$ cat src/design/stt_pkg.sv
package stt_pkg;

  localparam int unsigned TIMER_SLOTS_DEF = 16;
  localparam int unsigned TICK_W          = 32;
  localparam int unsigned CB_W            = 8;
  localparam int unsigned TAG_W           = 32;
  localparam int unsigned DUR_W           = 32;
  localparam int unsigned MPT_W           = 16;
  localparam logic [MPT_W-1:0] MPT_RESET  = 16'd10;

  typedef enum logic [1:0] {
    RK_STORED  = 2'd0,
    RK_FIRED   = 2'd1,
    RK_DROPPED = 2'd2,
    RK_EXPIRED = 2'd3
  } result_kind_t;

  // One timer as held in a cell of the chain
  typedef struct packed {
    logic              valid;
    logic              pend;
    logic [TICK_W-1:0] ticks;
    logic [CB_W-1:0]   cb;
    logic [TAG_W-1:0]  tag;
  } entry_t;

  // Controls broadcast to every cell
  typedef struct packed {
    logic insert;
    logic rotate;
    logic start_tick;
  } cell_ctrl_t;

endpackage

$ cat src/design/stt_ifs.sv
interface stt_in_if;
  import stt_pkg::*;
  logic             valid;
  logic             ready;
  logic             kind;
  logic [CB_W-1:0]  callback_id;
  logic [TAG_W-1:0] tag;
  logic [DUR_W-1:0] duration;
  modport source (output valid, kind, callback_id, tag, duration, input ready);
  modport sink   (input valid, kind, callback_id, tag, duration, output ready);
endinterface

interface stt_out_if;
  import stt_pkg::*;
  logic             valid;
  logic             ready;
  logic [1:0]       result_kind;
  logic [CB_W-1:0]  fired_callback;
  logic [TAG_W-1:0] fired_tag;
  logic             last;
  modport source (output valid, result_kind, fired_callback, fired_tag, last, input ready);
  modport sink   (input valid, result_kind, fired_callback, fired_tag, last, output ready);
endinterface

interface stt_cfg_if;
  import stt_pkg::*;
  logic             valid;
  logic             ready;
  logic [MPT_W-1:0] data;
  modport source (output valid, data, input ready);
  modport sink   (input valid, data, output ready);
endinterface

$ cat src/design/stt_cell.sv
module stt_cell
  import stt_pkg::*;
(
  input  logic       clk,
  input  logic       rst_n,
  input  cell_ctrl_t ctrl,
  input  logic       shift_en,
  input  entry_t     prev_in,
  input  entry_t     next_in,
  output entry_t     q,
  output logic       expiring
);

  entry_t ent_r;
  entry_t ent_nxt;
  entry_t ent_rst;

  // Pick the next content: insert shift, tick rotation or tick start
  always_comb begin
    ent_nxt = ent_r;
    if (ctrl.insert && shift_en) begin
      ent_nxt = prev_in;
    end else if (ctrl.rotate) begin
      ent_nxt = next_in;
    end else if (ctrl.start_tick) begin
      ent_nxt.pend = ent_r.valid;
    end
  end

  // Clear the flags on reset, keep the payload
  always_comb begin
    ent_rst       = ent_nxt;
    ent_rst.valid = 1'b0;
    ent_rst.pend  = 1'b0;
  end

  always_ff @(posedge clk) begin
    if (!rst_n) begin
      ent_r <= ent_rst;
    end else begin
      ent_r <= ent_nxt;
    end
  end

  assign q        = ent_r;
  // Count of one or zero reaches zero on this tick
  assign expiring = ent_r.valid && (ent_r.ticks[TICK_W-1:1] == '0);

endmodule

$ cat src/design/stt_divider.sv
module stt_divider
  import stt_pkg::*;
(
  input  logic              clk,
  input  logic              rst_n,
  input  logic              start,
  input  logic [DUR_W-1:0]  dividend,
  input  logic [MPT_W-1:0]  divisor,
  output logic              done,
  output logic [DUR_W-1:0]  quotient
);

  localparam int unsigned CNT_W = $clog2(DUR_W);

  logic             busy_r, busy_nxt;
  logic [CNT_W-1:0] cnt_r, cnt_nxt;
  logic [MPT_W-1:0] rem_r, rem_nxt;
  logic [DUR_W-1:0] quo_r, quo_nxt;
  logic [MPT_W-1:0] div_r, div_nxt;
  logic [MPT_W:0]   trial;
  logic [MPT_W:0]   diff;

  assign trial = {rem_r, quo_r[DUR_W-1]};
  assign diff  = trial - {1'b0, div_r};

  // One quotient bit per cycle, restoring
  always_comb begin
    busy_nxt = busy_r;
    cnt_nxt  = cnt_r;
    rem_nxt  = rem_r;
    quo_nxt  = quo_r;
    div_nxt  = div_r;
    if (start) begin
      busy_nxt = 1'b1;
      cnt_nxt  = '0;
      rem_nxt  = '0;
      quo_nxt  = dividend;
      div_nxt  = (divisor == '0) ? MPT_W'(1) : divisor;
    end else if (busy_r) begin
      if (!diff[MPT_W]) begin
        rem_nxt = diff[MPT_W-1:0];
        quo_nxt = {quo_r[DUR_W-2:0], 1'b1};
      end else begin
        rem_nxt = trial[MPT_W-1:0];
        quo_nxt = {quo_r[DUR_W-2:0], 1'b0};
      end
      cnt_nxt = cnt_r + 1'b1;
      if (cnt_r == CNT_W'(DUR_W - 1)) begin
        busy_nxt = 1'b0;
      end
    end
  end

  always_ff @(posedge clk) begin
    if (!rst_n) begin
      busy_r <= 1'b0;
      cnt_r  <= '0;
    end else begin
      busy_r <= busy_nxt;
      cnt_r  <= cnt_nxt;
    end
    rem_r <= rem_nxt;
    quo_r <= quo_nxt;
    div_r <= div_nxt;
  end

  assign done     = busy_r && !busy_nxt;
  assign quotient = quo_nxt;

endmodule

$ cat src/design/software_timer_table.sv
// Table of one-shot software timers held in a chain of cells ordered by age,
// newest in the first cell. An add request with zero duration answers
// "fired" at once; with the table full it answers "dropped"; otherwise the
// duration is divided by micros_per_tick in a bit-serial divider and the
// timer is pushed into the chain, after which the "stored" result is
// registered. A tick request rotates the whole chain once through its head,
// one cell per cycle while the result channel is not stalled; each expiring
// timer is reported as it passes the head, newest first, with last set on
// the final one. A tick that expires nothing gives no result. One request is
// worked on at a time; a finished result waits in the output register while
// the next request is taken.
module software_timer_table
  import stt_pkg::*;
#(
  parameter int unsigned TIMER_SLOTS = TIMER_SLOTS_DEF
) (
  input  logic clk,
  input  logic rst_n,
  stt_in_if.sink    in_if,
  stt_out_if.source out_if,
  stt_cfg_if.sink   cfg_if
);

  localparam int unsigned CNT_W = $clog2(TIMER_SLOTS);

  typedef enum logic [3:0] {
    S_IDLE = 4'b0001,
    S_DIV  = 4'b0010,
    S_PUSH = 4'b0100,
    S_TICK = 4'b1000
  } state_t;

  state_t           state_r, state_nxt;
  logic [CNT_W-1:0] cnt_r, cnt_nxt;
  logic [MPT_W-1:0] mpt_r;

  // Pending add payload and pending single result
  logic [CB_W-1:0]  add_cb_r, add_cb_nxt;
  logic [TAG_W-1:0] add_tag_r, add_tag_nxt;
  logic [1:0]       res_kind_r, res_kind_nxt;
  logic [CB_W-1:0]  res_cb_r, res_cb_nxt;
  logic [TAG_W-1:0] res_tag_r, res_tag_nxt;

  // Output register
  logic             out_valid_r, out_valid_nxt;
  logic [1:0]       out_kind_r, out_kind_nxt;
  logic [CB_W-1:0]  out_cb_r, out_cb_nxt;
  logic [TAG_W-1:0] out_tag_r, out_tag_nxt;
  logic             out_last_r, out_last_nxt;
  logic             out_free;

  logic             in_acc;
  logic             div_start, div_done;
  logic [DUR_W-1:0] quotient;

  cell_ctrl_t       ctrl;
  entry_t           cells   [TIMER_SLOTS];
  entry_t           prev_in [TIMER_SLOTS];
  entry_t           next_in [TIMER_SLOTS];
  logic             shift_en[TIMER_SLOTS];
  logic [TIMER_SLOTS-1:0] exp_v, valid_v, later_exp;
  entry_t           new_ent, tail_ent;
  logic             full, tick_step, head_exp, tick_last;

  assign in_acc   = in_if.valid && in_if.ready;
  assign out_free = !out_valid_r || out_if.ready;

  // Configuration register
  assign cfg_if.ready = 1'b1;
  always_ff @(posedge clk) begin
    if (!rst_n) begin
      mpt_r <= MPT_RESET;
    end else if (cfg_if.valid) begin
      mpt_r <= cfg_if.data;
    end
  end

  stt_divider u_div (
    .clk      (clk),
    .rst_n    (rst_n),
    .start    (div_start),
    .dividend (in_if.duration),
    .divisor  (mpt_r),
    .done     (div_done),
    .quotient (quotient)
  );

  // Chain wiring
  always_comb begin
    new_ent       = '0;
    new_ent.valid = 1'b1;
    new_ent.ticks = quotient;
    new_ent.cb    = add_cb_r;
    new_ent.tag   = add_tag_r;
    tail_ent       = cells[0];
    tail_ent.valid = cells[0].valid && !head_exp;
    tail_ent.pend  = 1'b0;
    tail_ent.ticks = cells[0].ticks - 1'b1;
  end

  for (genvar i = 0; i < TIMER_SLOTS; i++) begin : g_cell
    if (i == 0) begin : g_head
      assign prev_in[i]  = new_ent;
      assign shift_en[i] = 1'b1;
    end else begin : g_body
      assign prev_in[i]  = cells[i-1];
      assign shift_en[i] = shift_en[i-1] && cells[i-1].valid;
    end
    if (i == TIMER_SLOTS - 1) begin : g_tail
      assign next_in[i] = tail_ent;
    end else begin : g_mid
      assign next_in[i] = cells[i+1];
    end
    assign valid_v[i]   = cells[i].valid;
    assign later_exp[i] = (i != 0) && exp_v[i] && cells[i].pend;

    stt_cell u_cell (
      .clk      (clk),
      .rst_n    (rst_n),
      .ctrl     (ctrl),
      .shift_en (shift_en[i]),
      .prev_in  (prev_in[i]),
      .next_in  (next_in[i]),
      .q        (cells[i]),
      .expiring (exp_v[i])
    );
  end

  assign full      = &valid_v;
  assign head_exp  = exp_v[0];
  assign tick_step = (state_r == S_TICK) && out_free;
  assign tick_last = !(|later_exp);

  // Sequencer
  always_comb begin
    state_nxt    = state_r;
    cnt_nxt      = cnt_r;
    add_cb_nxt   = add_cb_r;
    add_tag_nxt  = add_tag_r;
    res_kind_nxt = res_kind_r;
    res_cb_nxt   = res_cb_r;
    res_tag_nxt  = res_tag_r;
    div_start    = 1'b0;
    ctrl         = '0;
    out_valid_nxt = out_valid_r && !out_if.ready;
    out_kind_nxt  = out_kind_r;
    out_cb_nxt    = out_cb_r;
    out_tag_nxt   = out_tag_r;
    out_last_nxt  = out_last_r;
    unique case (state_r)
      S_IDLE: begin
        if (in_acc) begin
          if (in_if.kind) begin
            ctrl.start_tick = 1'b1;
            cnt_nxt         = '0;
            state_nxt       = S_TICK;
          end else if (in_if.duration == '0) begin
            res_kind_nxt = RK_FIRED;
            res_cb_nxt   = in_if.callback_id;
            res_tag_nxt  = in_if.tag;
            state_nxt    = S_PUSH;
          end else if (full) begin
            res_kind_nxt = RK_DROPPED;
            res_cb_nxt   = '0;
            res_tag_nxt  = '0;
            state_nxt    = S_PUSH;
          end else begin
            add_cb_nxt  = in_if.callback_id;
            add_tag_nxt = in_if.tag;
            div_start   = 1'b1;
            state_nxt   = S_DIV;
          end
        end
      end
      S_DIV: begin
        if (div_done) begin
          ctrl.insert  = 1'b1;
          res_kind_nxt = RK_STORED;
          res_cb_nxt   = '0;
          res_tag_nxt  = '0;
          state_nxt    = S_PUSH;
        end
      end
      S_PUSH: begin
        if (out_free) begin
          out_valid_nxt = 1'b1;
          out_kind_nxt  = res_kind_r;
          out_cb_nxt    = res_cb_r;
          out_tag_nxt   = res_tag_r;
          out_last_nxt  = 1'b1;
          state_nxt     = S_IDLE;
        end
      end
      S_TICK: begin
        if (tick_step) begin
          ctrl.rotate = 1'b1;
          if (head_exp) begin
            out_valid_nxt = 1'b1;
            out_kind_nxt  = RK_EXPIRED;
            out_cb_nxt    = cells[0].cb;
            out_tag_nxt   = cells[0].tag;
            out_last_nxt  = tick_last;
          end
          cnt_nxt = cnt_r + 1'b1;
          if (cnt_r == CNT_W'(TIMER_SLOTS - 1)) begin
            state_nxt = S_IDLE;
          end
        end
      end
      default: state_nxt = S_IDLE;
    endcase
  end

  always_ff @(posedge clk) begin
    if (!rst_n) begin
      state_r     <= S_IDLE;
      cnt_r       <= '0;
      out_valid_r <= 1'b0;
    end else begin
      state_r     <= state_nxt;
      cnt_r       <= cnt_nxt;
      out_valid_r <= out_valid_nxt;
    end
    add_cb_r   <= add_cb_nxt;
    add_tag_r  <= add_tag_nxt;
    res_kind_r <= res_kind_nxt;
    res_cb_r   <= res_cb_nxt;
    res_tag_r  <= res_tag_nxt;
    out_kind_r <= out_kind_nxt;
    out_cb_r   <= out_cb_nxt;
    out_tag_r  <= out_tag_nxt;
    out_last_r <= out_last_nxt;
  end

  assign in_if.ready           = (state_r == S_IDLE);
  assign out_if.valid          = out_valid_r;
  assign out_if.result_kind    = out_kind_r;
  assign out_if.fired_callback = out_cb_r;
  assign out_if.fired_tag      = out_tag_r;
  assign out_if.last           = out_last_r;

endmodule

$ cat src/flat_wrapper.sv
// flat-port wrapper written by rule: the top's interface ports become plain ports
module software_timer_table_flat import stt_pkg::*;
#(
  parameter int unsigned TIMER_SLOTS = TIMER_SLOTS_DEF
)
  (clk, rst_n, in_if_valid, in_if_kind, in_if_callback_id, in_if_tag, in_if_duration, in_if_ready, out_if_valid, out_if_result_kind, out_if_fired_callback, out_if_fired_tag, out_if_last, out_if_ready, cfg_if_valid, cfg_if_data, cfg_if_ready);
  stt_in_if in_if_i ();
  stt_out_if out_if_i ();
  stt_cfg_if cfg_if_i ();
  input  logic clk;
  input  logic rst_n;
  input wire logic [$bits(in_if_i.valid)-1:0] in_if_valid;
  input wire logic [$bits(in_if_i.kind)-1:0] in_if_kind;
  input wire logic [$bits(in_if_i.callback_id)-1:0] in_if_callback_id;
  input wire logic [$bits(in_if_i.tag)-1:0] in_if_tag;
  input wire logic [$bits(in_if_i.duration)-1:0] in_if_duration;
  output wire logic [$bits(in_if_i.ready)-1:0] in_if_ready;
  output wire logic [$bits(out_if_i.valid)-1:0] out_if_valid;
  output wire logic [$bits(out_if_i.result_kind)-1:0] out_if_result_kind;
  output wire logic [$bits(out_if_i.fired_callback)-1:0] out_if_fired_callback;
  output wire logic [$bits(out_if_i.fired_tag)-1:0] out_if_fired_tag;
  output wire logic [$bits(out_if_i.last)-1:0] out_if_last;
  input wire logic [$bits(out_if_i.ready)-1:0] out_if_ready;
  input wire logic [$bits(cfg_if_i.valid)-1:0] cfg_if_valid;
  input wire logic [$bits(cfg_if_i.data)-1:0] cfg_if_data;
  output wire logic [$bits(cfg_if_i.ready)-1:0] cfg_if_ready;
  assign in_if_i.valid = in_if_valid;
  assign in_if_i.kind = in_if_kind;
  assign in_if_i.callback_id = in_if_callback_id;
  assign in_if_i.tag = in_if_tag;
  assign in_if_i.duration = in_if_duration;
  assign in_if_ready = in_if_i.ready;
  assign out_if_valid = out_if_i.valid;
  assign out_if_result_kind = out_if_i.result_kind;
  assign out_if_fired_callback = out_if_i.fired_callback;
  assign out_if_fired_tag = out_if_i.fired_tag;
  assign out_if_last = out_if_i.last;
  assign out_if_i.ready = out_if_ready;
  assign cfg_if_i.valid = cfg_if_valid;
  assign cfg_if_i.data = cfg_if_data;
  assign cfg_if_ready = cfg_if_i.ready;
  software_timer_table #(.TIMER_SLOTS(TIMER_SLOTS)) u_core (.clk(clk), .rst_n(rst_n), .in_if(in_if_i), .out_if(out_if_i), .cfg_if(cfg_if_i));
endmodule
$ cat config.mk
export PLATFORM = sky130hd
export DESIGN_NAME = software_timer_table_flat
export DESIGN_NICKNAME = d
export VERILOG_FILES = /design/src/design/stt_pkg.sv /design/src/design/stt_ifs.sv /design/src/design/stt_cell.sv /design/src/design/stt_divider.sv /design/src/design/software_timer_table.sv /design/src/flat_wrapper.sv
export SDC_FILE = /design/constraint.sdc
export NUM_CORES = 2
export LEC_CHECK = 0
export BUFFER_PORTS_ARGS = -buffer_cell sky130_fd_sc_hd__buf_4
export CORE_MARGIN = 3
export CORE_UTILIZATION = 40
export CTS_BUF_LIST = sky130_fd_sc_hd__clkbuf_16
export CTS_CLUSTER_DIAMETER = 200
export DETAILED_ROUTE_END_ITERATION = 6
export SYNTH_ARGS = -nofsm -noshare
export SYNTH_HDL_FRONTEND = slang
export SYNTH_SLANG_ARGS = --single-unit
export TNS_END_PERCENT = 1
$ cat constraint.sdc
create_clock -name clk -period 9.4 [get_ports clk]
set_input_delay 1.88 -clock clk [delete_from_list [all_inputs] [get_ports clk]]
set_output_delay 1.88 -clock clk [all_outputs]
set_load 0.005 [all_outputs]
# After elaboration in Yosys (flattened, before gate mapping)
# Index checks and enable logic that the tools add are counted.
[totals]
wordCells = 404
ff_bits = 1404
input_bits = 94
output_inout_bits = 46
[classes]
n_addsub = 4
mux = 150
n_reduce_logical = 133
eq_ne = 15
bitwise = 4
[op_table]
columns = ["cell", "n"]
rows = [
  ["74-bit 2-to-1 mux", 16],
  ["72-bit 2-to-1 mux", 16],
  ["31-bit zero test", 16],
  ["32-bit 2-to-1 mux", 10],
  ["32-bit case mux with 2 select lines", 2],
  ["1-bit 2-to-1 mux", 70],
  ["1-bit logical AND", 65],
  ["8-bit 2-to-1 mux", 8],
  ["3-bit nonzero test", 15],
  ["4-bit 2-to-1 mux", 10],
  ["2-bit nonzero test", 20],
  ["32-bit zero test", 1],
  ["8-bit case mux with 2 select lines", 2],
  ["32-bit by 1-bit subtractor with 32-bit output, second input constant", 1],
  ["17-bit by 16-bit subtractor with 17-bit output", 1],
  ["16-bit zero test", 1],
  ["16-bit 2-to-1 mux", 1],
  ["2-bit 2-to-1 mux", 8],
  ["4-bit case mux with 4 select lines", 1],
  ["16-bit AND reduction", 1],
  ["5-bit AND reduction", 3],
  ["15-bit OR reduction", 1],
  ["4-bit equality test, second input constant", 2],
  ["2-bit by 1-bit != test with 1-bit output, second input constant", 4],
  ["17 further kinds", 31],
]

# Logic depth before layout (Yosys ltp)
[depth]
ltp_word = 16
mapped_depth = 13
ltp_nobuf = 11

# Hierarchy
# A second synthesis with hierarchy kept.
[unflattened]
hier_cells = 3670
area_unflattened_um2 = 63209.4
[modules_own_cells]
columns = ["mod", "area_per_inst_um2", "cells_each", "seq_area_each_um2", "instances"]
rows = [
  ["stt_cell", 3314.4, 176, 2202.1, 16],
  ["software_timer_table", 6498.7, 463, 4254.1, 1],
  ["stt_divider", 3679.8, 391, 1561.5, 1],
]

# Worst setup path before layout
# Ideal clock, no wire load.
[synth_path]
path_type = "register -> register"
from = "reg u_core.u_div.cnt_r[0]"
to = "reg u_core.g_cell[15].u_cell.ent_r (netlist bit u_core.g_cell[15].u_cell.q[0]) (enable)"
path_stages_with_launch = 11
arrival_time_ps = 6945
t_required_ps = 8798
setup_ps = 602
n_path_buf = 2
path_slack_ps = 1853
synth_period_minus_slack_ps = 7547
path_cell_list = "dfxtp_1 -> ha_1 -> and3_1 -> ha_1 -> nand2_1 -> nor4b_4 -> and2_0 -> buf_2 -> nand2b_1 -> clkbuf_1 -> o21ai_0"
[synth_via]
elab_chain_cells = 10
[synth_rtl]
columns = ["item", "line_no", "source"]
rows = [
  ["from (decl)", "stt_divider.sv:16", "logic [CNT_W-1:0] cnt_r, cnt_nxt;"],
  ["from (signal assigned)", "stt_divider.sv:60", "cnt_r <= cnt_nxt;"],
  ["5-bit equality test", "stt_divider.sv:48", "if (cnt_r == CNT_W'(DUR_W - 1)) begin"],
  ["1-bit 2-to-1 mux", "stt_divider.sv:48", ""],
  ["1-bit 2-to-1 mux", "stt_divider.sv:39", "end else if (busy_r) begin"],
  ["1-bit 2-to-1 mux", "stt_divider.sv:33", "if (start) begin"],
  ["1-bit zero test", "stt_divider.sv:67", "assign done = busy_r && !busy_nxt;"],
  ["1-bit logical AND", "stt_divider.sv:67", ""],
  ["1-bit 2-to-1 mux", "software_timer_table.sv:176", "if (div_done) begin"],
  ["1-bit 2-to-1 mux", "software_timer_table.sv:150", "unique case (state_r)"],
  ["1-bit logical AND", "stt_cell.sv:21", "if (ctrl.insert && shift_en) begin"],
  ["74-bit 2-to-1 mux", "stt_cell.sv:21", ""],
  ["to (signal assigned)", "stt_cell.sv:39", "ent_r <= ent_rst;"],
  ["to (signal assigned)", "stt_cell.sv:41", "ent_r <= ent_nxt;"],
  ["to (decl)", "stt_cell.sv:14", "entry_t ent_r;"],
]
# No other way between the ends.
# A chain may end at the register's enable or synchronous reset.

# Worst setup path after layout
[layout_path]
from = "reg u_core.u_div.cnt_r[0]"
to = "reg u_core.g_cell[15].u_cell.ent_r (netlist bit u_core.g_cell[15].u_cell.q[48]) (enable)"
# The elaborated chain is that of the path after synthesis.

==> summary.txt <==
Result of the run: completed
Final WS setup: 3.91 ns
Number of top-level pins: 140
All-layer global routing usage: 19.9%
Post-synthesis sequential element count: 1404
Post-synthesis instance total: 4529
Startpoint kind of the worst setup timing path: register
Clk Latency, worst-skew pair: 0.77 ns
Cell type group with the largest total delay on the critical path: buffers and inverters
R2R Path Start: u_core.u_div.cnt_r[0]
R2r setup slk: 3.91 ns
Number of nets in the finished design: 4734
Global-route wire length before repair: 237 mm
Fraction of the mapped netlist area in simple logic gates: 12.1%
Cell repeated most along the worst path: buf_4
Endpoint of the most critical register-to-register path: u_core.g_cell[15].u_cell.q[48]
Total setup buffers inserted after CTS: 0
Power per standard cell area: 194 mW/mm^2
Gpl congestion: 0.844
Number of buffers created by CTS: 145
Mapped Nets: 4644
Number of placement rows: 142
Width of the chip: 396 um
Pre-CTS setup slack: 3.86 ns
Path type of the worst min-delay path: reg2reg
Summed instance area of the synthesized netlist: 0.0608 sq mm
Pin count of the biggest net entering global routing: 76
Post-detailed-route count of antenna-violating nets: 0
End of the worst hold path: u_core.u_div.div_r[12]
Post-CTS clock slew at the launch and capture registers of the worst setup and hold paths: 0.06 ns
Synthesized-area fraction occupied by adder cells: 0.444%
Post-Route Skew: 0.0194 ns
Root buf cell: clkbuf_16
Logic depth of the worst setup path including buffers: 12
Syn-to-layout area delta: 12.5%
Vias in the first global route: 37646
CTS max path bufs: 3
Slew of the pin with the lowest slew margin: 1.11 ns
Final wirelength: 159 mm
Total number of vias: 36511
Number of gates resized after cts: 0
Synth Area in Compound Gates: 1.92%
Total clock sinks: 1404
Buffers plus inverters on the worst setup path: 4
Required @ worst endpoint: 9.79 ns
Endpoint arrival time on the critical path: 5.88 ns
Largest stage delay, worst path: 0.81 ns
Number of design-rule violations left by the first detailed-router iteration: 3173
Depth of the worst register-to-register path: 12
Count of buffers inserted at the top-level ports: 138
Y dimension of the die: 396 um
Worst-path cell with the longest stage delay: buf_4
Worst path cell trace: ha_1 -> and3_1 -> ha_1 -> nand2_1 -> nor4b_4 -> buf_4 -> and2_4 -> buf_4 -> nand2b_4 -> buf_4 -> o21ai_4 -> buf_4
Number of fill cells: 13610
Post-Synthesis Mean Instance Area: 13.4 sq um
Dominant combinational cell family by area after synthesis: multiplexers
Dominant synthesized flop cell: edfxtp_1
Routed wire per std cell: 23.5 um
TNS Setup: 0 ns
Layout cell share with drive strength beyond 1: 24.4%
Total of hold buffers inserted after clock tree synthesis: 0
Static Leakage: 24.2 nW
Launch instance of the worst min-delay path: u_core.mpt_r[12]
Endpoint kind of the worst setup timing path: register
Worst voltage drop across the vdd grid: 0.149 mV
Core Box Area: 0.150 sq mm
Count of final max-slew check failures: 0
Initial antenna violation count: 4
Remaining global-route overflow: 0
Non-filler cells in the finished layout: 6740
Share of cell area taken by muxes after synthesis: 15.6%
Mean number of vias per cell: 5.42
Top fanout value on the critical path: 75
Shortest clock period the worst path allows after layout: 5.49 ns
Synth warn: 0
Share of the clock period used by the worst path: 58.4%
Die Footprint: 0.157 sq mm
Number of enable-type register cells in the synthesized netlist: 1293
Final setup violation count: 0
Xor/xnor cell area share of the yosys netlist: 0.634%
Fraction of registers with async set/reset: 0%
CTS HTree Levels: 4
Total of max-cap violations: 0
CTS tree: built
Initial core utilization: 40.4%
DR pass1 iterations: 7
Worst Hold Path Cells: 0
Inst Count DP: 6488
Remaining DRCs: 0
RSZ-0062 raised after global routing: false
Max-slew headroom at the worst pin: 26.2%
Placed wire-length estimate: 100 mm
Highest Clock Rate: 182 MHz
Number of distinct standard cells referenced by the synthesized netlist: 61
Final hold viol count: 0
Portion of the post-synthesis area used by sequential elements: 67.5%
Crit Path Class: reg2reg
-- registers in the layout, indices dropped and copies added (netlist names) --
register / count
u_core.u_div.rem_r: 16
u_core.res_cb_r: 8
u_core.add_tag_r: 32
u_core.g_cell.u_cell.q: 1184
u_core.add_cb_r: 8
u_core.cnt_r: 4
u_core.out_if.fired_callback: 8
u_core.u_div.div_r: 16
u_core.state_r: 4
u_core.out_if.result_kind: 2
u_core.out_if.fired_tag: 32
u_core.res_kind_r: 2
u_core.u_div.cnt_r: 5
u_core.mpt_r: 16
u_core.u_div.busy_r: 1
u_core.u_div.quo_r: 32
u_core.res_tag_r: 32
u_core.out_if.last: 1
u_core.out_if.valid: 1
-- how the worst max path moves through the flow --
| stage | start | endpoint |
|---|---|---|
| final | u_core.u_div.cnt_r[0] | u_core.g_cell[15].u_cell.q[48] |
| after global routing | u_core.u_div.cnt_r[0] | u_core.g_cell[15].u_cell.q[48] |
| after CTS | u_core.u_div.cnt_r[0] | u_core.g_cell[15].u_cell.q[48] |
| after detailed placement | u_core.u_div.cnt_r[0] | u_core.g_cell[15].u_cell.q[57] |
| after global placement | u_core.u_div.cnt_r[0] | u_core.g_cell[15].u_cell.q[52] |
| after floorplan | u_core.u_div.cnt_r[0] | u_core.g_cell[15].u_cell.q[0] |
-- metal layers --
layer	vias up	wire length, um	track usage (%)
li1	16627	-	-
met1	18676	70600	27.1
met2	964	74900	32.2
met3	242	8070	3.33
met4	2	5030	6.97
met5	-	12	0
-- area by class of cell --
| class | instances | area [sq um] | share of cell area [%] |
|---|---|---|---|
| flip-flops and latches | 1404 | 41100 | 60.0 |
| multi-input cells | 2851 | 19000 | 27.7 |
| clock inverters | 97 | 529 | 0.773 |
| well taps | 2016 | 2520 | 3.69 |
| inverters | 29 | 109 | 0.159 |
| diodes | 2 | 5.00 | 0.00731 |
| clock buffers | 153 | 3830 | 5.59 |
| repair buffers | 188 | 1410 | 2.06 |
-- report_power, final --
| group | internal, W | switching, W | leakage [nW] |
|---|---|---|---|
| Clock | 0.00302 | 0.00239 | 2.27 |
| Combinational | 0.000324 | 0.000433 | 9.35 |
| Sequential | 0.00696 | 0.000125 | 12.6 |
-- per-stage QoR --
step	util, %	area, sq um	power, W	hold WS, ns
after global placement	42.6	64100	0.00796	0.449
final	45.5	68400	0.0133	0.460
after floorplan	-	60800	0.00773	0.457
after detailed placement	42.6	64100	0.00797	0.448
after CTS	45.5	68400	0.0134	0.461
after global routing	45.5	68400	0.0137	0.478
-- cell usage in the layout, fill, tap and decap left out, types with 5 or more instances in the layout --
master	count
nand4_1	28
mux2i_1	69
dfxtp_1	110
nand2_4	23
nand2b_1	6
nor2b_1	5
ha_1	20
clkinv_1	35
mux2_2	735
a31oi_1	21
edfxtp_1	1293
nor3_1	32
nand3_4	5
nand3_1	27
nand2_1	1266
xnor2_1	26
o211ai_1	11
or4_1	22
and3_1	7
nor2_1	113
o21ai_0	56
a21oi_1	79
clkbuf_16	153
nor4_1	118
buf_4	188
inv_1	65
or3_1	9
mux2_1	47
xor2_1	17
and2_1	41
clkinv_2	12
-- synth_stat cells (9+ instances only) --
cell	n	area [sq um]
xor2_1	17	149
or3_1	9	56.3
nand4_1	28	175
ha_1	20	250
nor3_1	33	165
dfxtp_1	111	2220
o21ai_0	57	285
nor2_1	115	432
edfxtp_1	1293	38800
nor4_1	118	738
or4_1	22	165
o211ai_1	11	82.6
mux2_1	47	529
a21oi_1	79	395
and2_1	41	257
inv_1	29	109
mux2i_1	69	691
nand2_1	1291	4850
clkbuf_1	182	683
buf_1	25	93.8
a31oi_1	21	131
nand3_1	32	160
xnor2_1	27	236
buf_2	31	155
mux2_2	735	8280
-- logic make-up (layout without fill, tap and decap cells) --
group	after synthesis	in the layout
other	1	3
xor gates and xnor gates	44	44
buffers and inverters	274	467
adders and majority gates	21	21
AOI/OAI and AO/OA	202	202
and+or+nand+nor	1732	1732
muxes	851	851
DFF	1404	1404
Power figures use the tool's default switching activity.
